[src/hw/rtl/pal_pkg.sv]
// Shared types, codes and sizes for the positional array list block.
// No dependencies.
package pal_pkg;

  localparam int CAPACITY_DEF    = 256;
  localparam int ENTRY_WIDTH_DEF = 32;

  // Fixed port widths.
  localparam int REQ_W  = 3;
  localparam int IPOS_W = 9;
  localparam int DATA_W = 32;
  localparam int STAT_W = 2;
  localparam int CNT_W  = 9;

  // Internal position width, wide enough for the largest supported list.
  localparam int POS_W = 13;

  // Request codes.
  localparam logic [REQ_W-1:0] REQ_INS_HEAD = 3'd0;
  localparam logic [REQ_W-1:0] REQ_INS_TAIL = 3'd1;
  localparam logic [REQ_W-1:0] REQ_INS_POS  = 3'd2;
  localparam logic [REQ_W-1:0] REQ_REM_HEAD = 3'd3;
  localparam logic [REQ_W-1:0] REQ_REM_TAIL = 3'd4;
  localparam logic [REQ_W-1:0] REQ_REM_POS  = 3'd5;

  // Status codes.
  localparam logic [STAT_W-1:0] ST_OK    = 2'd0;
  localparam logic [STAT_W-1:0] ST_FULL  = 2'd1;
  localparam logic [STAT_W-1:0] ST_EMPTY = 2'd2;
  localparam logic [STAT_W-1:0] ST_RANGE = 2'd3;

  // Cell operations.
  localparam logic [1:0] CELL_HOLD = 2'd0;
  localparam logic [1:0] CELL_INS  = 2'd1;
  localparam logic [1:0] CELL_REM  = 2'd2;

  // Command broadcast to every cell of the chain.
  typedef struct packed {
    logic [1:0]       op;
    logic [POS_W-1:0] pos;
  } pal_ctl_t;

endpackage

[src/hw/rtl/pal_cell.sv]
// One storage cell of the list chain: holds one entry word.
// Depends on pal_pkg.
module pal_cell #(
  parameter int IDX = 0,
  parameter int EW  = pal_pkg::ENTRY_WIDTH_DEF
) (
  input  logic              clk,
  input  pal_pkg::pal_ctl_t ctl,
  input  logic [EW-1:0]     new_word,
  input  logic [EW-1:0]     left_word,
  input  logic [EW-1:0]     right_word,
  output logic [EW-1:0]     data,
  output logic [EW-1:0]     sel_word
);

  localparam logic [pal_pkg::POS_W-1:0] MY_POS = pal_pkg::POS_W'(IDX);

  logic [EW-1:0] data_r;
  logic [EW-1:0] data_nxt;

  always_comb begin
    data_nxt = data_r;
    case (ctl.op)
      pal_pkg::CELL_INS: begin
        if (MY_POS > ctl.pos) begin
          data_nxt = left_word;
        end else if (MY_POS == ctl.pos) begin
          data_nxt = new_word;
        end
      end
      pal_pkg::CELL_REM: begin
        if (MY_POS >= ctl.pos) begin
          data_nxt = right_word;
        end
      end
      default: data_nxt = data_r;
    endcase
  end

  always_ff @(posedge clk) begin
    data_r <= data_nxt;
  end

  assign data     = data_r;
  // Present the old word of the cell being removed, zero everywhere else.
  assign sel_word = ((ctl.op == pal_pkg::CELL_REM) && (MY_POS == ctl.pos)) ? data_r : '0;

endmodule

[config.mk]
export PLATFORM = sky130hd
export DESIGN_NAME = pal_cell
export DESIGN_NICKNAME = d
export VERILOG_FILES = /design/src/hw/rtl/pal_pkg.sv /design/src/hw/rtl/pal_cell.sv
export SDC_FILE = /design/constraint.sdc
export NUM_CORES = 1
export LEC_CHECK = 0
export ABC_AREA = 1
export BUFFER_PORTS_ARGS = -buffer_cell sky130_fd_sc_hd__buf_4
export CORE_UTILIZATION = 37
export CTS_CLUSTER_SIZE = 8
export DETAILED_ROUTE_END_ITERATION = 8
export PLACE_DENSITY = 0.81
export SLEW_MARGIN = 20
export SYNTH_ARGS = -nofsm -noshare
export SYNTH_HDL_FRONTEND = slang
export SYNTH_SLANG_ARGS = --single-unit
export TNS_END_PERCENT = 5
[constraint.sdc]
create_clock -name clk -period 4 [get_ports clk]
set_clock_uncertainty 0.2 [all_clocks]
set_input_delay 0.8 -clock clk [delete_from_list [all_inputs] [get_ports clk]]
set_output_delay 0.8 -clock clk [all_outputs]
set_load 0.03 [all_outputs]
Yosys cells after proc, flatten, opt, wreduce, memory -nomap -nowiden
Cells that the tools add are included.
W data, S select, Z words.

storage, ports and cells
  register bits = 32
  input port bits = 112

cells by class
  order comparisons = 2
  equality and inequality tests = 4
  muxes and demuxes = 5
  reductions and logical operators = 4

operators by type and width
  kind                   count
  $mux W32               4
  $pmux W32 S2           1
  $ge A1 B13 Y1 const A  1
  $gt A1 B13 Y1 const A  1
  $logic_not A13 Y1      1
  $ne A3 B3 Y1 const B   1
  $reduce_and A3 Y1      1
  $eq A2 B1 Y1 const B   1
  $eq A2 B2 Y1 const B   1
  $ne A2 B2 Y1 const B   1
  $reduce_bool A2 Y1     1
  $logic_and A1 B1 Y1    1

Logic depth before layout (Yosys ltp)
  depth after elaboration = 4
  mapped depth = 7

Worst setup path before layout
OpenSTA, ideal clock, no wires.

  path type = input to register
  start point = input ctl[13] (netlist bit)
  end point = register data_r[0], in the netlist data[0], enable pin
  data arrival time = 3.043 ns
  required time = 3.368 ns
  setup slack = 0.325 ns
  stages = 5
  buffers on the path = 1
  cells stage by stage = inv_1 ha_1 buf_2 or2_2 a21oi_1

on the way
  word-level cells in the longest chain between the ends = 3
  elaborated cells on any way between the ends = 6
  those cells by class = eq/ne: 4; reduce/logical: 2

ends and longest elaborated chain
  element                                              line            source
  from (decl)                                          pal_cell.sv:8   input pal_pkg::pal_ctl_t ctl,
  $eq A2 B1 Y1 / $eq A2 B2 Y1 (equally long branches)  pal_cell.sv:23  case (ctl.op)
  $ne A3 B3 Y1 (no line) (tied with other cells)       n/a
  $reduce_and A3 Y1 (no line) (*)                      n/a
  to (signal assigned)                                 pal_cell.sv:41  data_r <= data_nxt;
  to (decl)                                            pal_cell.sv:18  logic [EW-1:0] data_r;

Every way passes the cells marked *; elsewhere a longest branch is shown, timed or not.
A chain may end at the register's enable or synchronous reset.

Final worst setup path
  start point = input ctl[13] (netlist bit)
  end point = output sel_word[0]

on the way
  word-level cells in the longest chain between the ends = 3

ends and longest elaborated chain
  element              line            source
  $eq A2 B2 Y1         pal_cell.sv:46  assign sel_word = ((ctl.op == pal_pkg::CELL_REM) && (MY_POS == ctl.pos)) ? data_r : '0;
  $logic_and A1 B1 Y1  pal_cell.sv:46
  $mux W32             pal_cell.sv:46
  to (decl)            pal_cell.sv:13  output logic [EW-1:0] sel_word

Every way passes these cells.

==> results by group <==
Clock tree
  • H-tree levels: 2
  • Post-CTS sizing: 0
  • Worst-path clk slew: about 0.070 ns
  • Postcts setup bufs: 0
  • Hold_buf cts: 0
  • Max clock buf depth: 2
  • CTS Sinks: 32
  • CTS buffer count: 5
  • CTS tree: yes
  • Root Driver: clkbuf_8

Timing
  • Period utilisation layout: 82.10%
  • Worst Tran Pin Value: 0.9998 ns
  • Period minus WS final: 3.284 ns
  • Final hold vios: 0
  • Slew HR: between 30% and 40%
  • Final setup violation count: 0
  • F_max: 304.5 MHz
  • Fin. max-slew vios: 0
  • Setup TNS: 0 ns
  • RSZ-0062 raised after global routing: no

Logic synthesis
  • Share of the synthesized area in the top cell type: 52.35%
  • Flops & latches, synth: 32
  • Synth cell types: 15
  • Mapped Cells: roughly 220
  • Syn_area_per_cell: 8.231 um2
  • Syn Std Cell Area: ~0.0018 mm2
  • Synth area leaders: edfxtp_1 52%, nand2_1 20%, nor2_2 9.5%, inv_1 7.4%, buf_6 1.8%
  • Synth warnings: 0
  • Synth Net Count: 337
  • Sequential fraction of the synthesis area: a little over half
  • Biggest area consumer among synthesized cells: edfxtp_1

Global routing
  • Largest net degree at the start of global routing: 33
  • Global-route usage over all layers: 18.42%
  • First-pass GRT wire length: 7314 um
  • Number of global-route vias before repair: 1709
  • Grt ovf: 0
  • Initial antenna violation count: 0

Run
  • Max Cap Violations: 0

Routing
  • Remaining DRCs: 0
  • Initial DRC count: around 60
  • Drt total wl: approximately 4800 um
  • Post-route ant nets: 0
  • Via count: 1839
  • Routed length per instance: 11.05 um
  • Vias per Instance: between 4 and 5
  • DRT Pass-1 Iters: 4

Worst setup path
  • Critical Path Max Stage Delay: 0.48 ns
  • WP buf/inv: 4
  • Most used cell, CP: buf_4
  • Crit-path cells: buf_4, inv_1, ha_1, buf_4, nand3_4, nor2_1, buf_4
  • CP max FO: 32
  • Type of the worst setup path: input port to output port
  • CP endpoint kind: output port
  • Startpoint Class: input port
  • Crit-path leading delay family: simple AND/OR/NAND/NOR gates
  • Critical path arrival: 2.28 ns
  • Slowest CP cell: nand3_4
  • CP required: 3.00 ns

Layout
  • Antenna Cells: 0
  • Final net count: 480
  • Area grow syn2layout: 65.71%
  • Fin util: 63.97%
  • Proportion of layout cells with a drive suffix above 1: between 50% and 60%
  • Largest register FFs: 32

Floorplanning
  • Die span in y: between 70 and 80 um
  • IO Pins: 176
  • Die ar.: 0.005247 mm2
  • Initial core utilization: 38.61%
  • Die Wd: ~72 um
  • Total core area: 0.004755 mm2
  • Cell row count: 25

Pwr
  • Leakage: 1.640 nW
  • Peak VDD IR: approximately 0.18 mV
  • Power Density: 313.6 mW/mm2

Run status
  • Status: finished clean

Place
  • Final Wtd Congestion: 0.7365
  • Port bufs: 143
  • Post-DP HPWL: 3731 um

Hold path
  • HP Class: input port to register
[worst paths after layout]
path	startpoint	end	cells after the start
max	ctl[13]	sel_word[0]	7
min	new_word[5]	data[5]	3
[cells by family (layout without fill, tap and decap cells)]
| kind of cell | Yosys count | count (layout) | synth area share, % |
|---|---|---|---|
| compound gates | 1 | 1 | 0.2724 |
| buf+inv | 46 | 190 | 10.91 |
| flops | 32 | 32 | 52.35 |
| simple gates | 142 | 142 | 35.11 |
| fa+ha+maj | 2 | 2 | 1.363 |
[cell type report]
cell class | count | area [um2]
clock buffer | 7 | 76.32
clock inverter | 1 | 3.754
fill | 431 | 1713
inverter | 36 | 135.1
multi-input combinational | 145 | 685.7
sequential | 32 | 960.9
tap | 67 | 83.83
timing repair buffer | 146 | 1096
[cell usage after synthesis]
library cell,number
a21oi_1,1
or2_1,1
or2_2,1
ha_1,2
nand3_4,1
nor2_4,3
clkbuf_1,2
edfxtp_1,32
buf_1,1
buf_2,4
inv_1,36
nand2_1,100
nor2_2,28
buf_6,3
nor2_1,8
[metal layers]
layer | wire length (um) | track usage [%]
met1 | 1736 | 19.11
met2 | 2596 | 34.89
met3 | 350 | 4.722
met4 | 112 | 7.625
met5 | 0 | 0
[layout by cell type, fill, tap and decap left out]
cell type  Yosys  routed
clkinv_1       0       1
ha_1           2       2
a21oi_4        0       1
nand3_4        1       1
or2_1          1       1
nand2_1      100     100
nor2_2        28      28
clkbuf_1       2       2
nor2_1         8       8
buf_4          0     146
inv_1         36      36
clkbuf_8       0       5
or2_2          1       1
nor2_4         3       3
edfxtp_1      32      32
[metrics by stage]
step / power (mW) / setup WS (ns) / area (um2) / hold WS (ns) / std cells
final: 0.9538 / 0.7162 / 3042 / 0.5810 / 434
after global routing: 1.002 / 0.5852 / 3042 / 0.5737 / 434
after CTS: 0.9654 / 0.6823 / 3042 / 0.5773 / 434
after detailed placement: 0.7315 / 0.6830 / 2962 / 0.8686 / 426
after global placement: 0.7234 / 0.7090 / 2962 / 0.8643 / 426
after floorplan: 0.5932 / 0.3255 / 1836 / 0.7786 / 223
[report_power, final]
| group | internal [mW] | switching (mW) | total, mW |
|---|---|---|---|
| sequential | 0.421 | 0.0190 | 0.440 |
| clock | 0.121 | 0.112 | 0.233 |
| combinational | 0.118 | 0.163 | 0.281 |
| total | 0.660 | 0.294 | 0.954 |
Note: power is estimated with default switching activity, not from simulation.
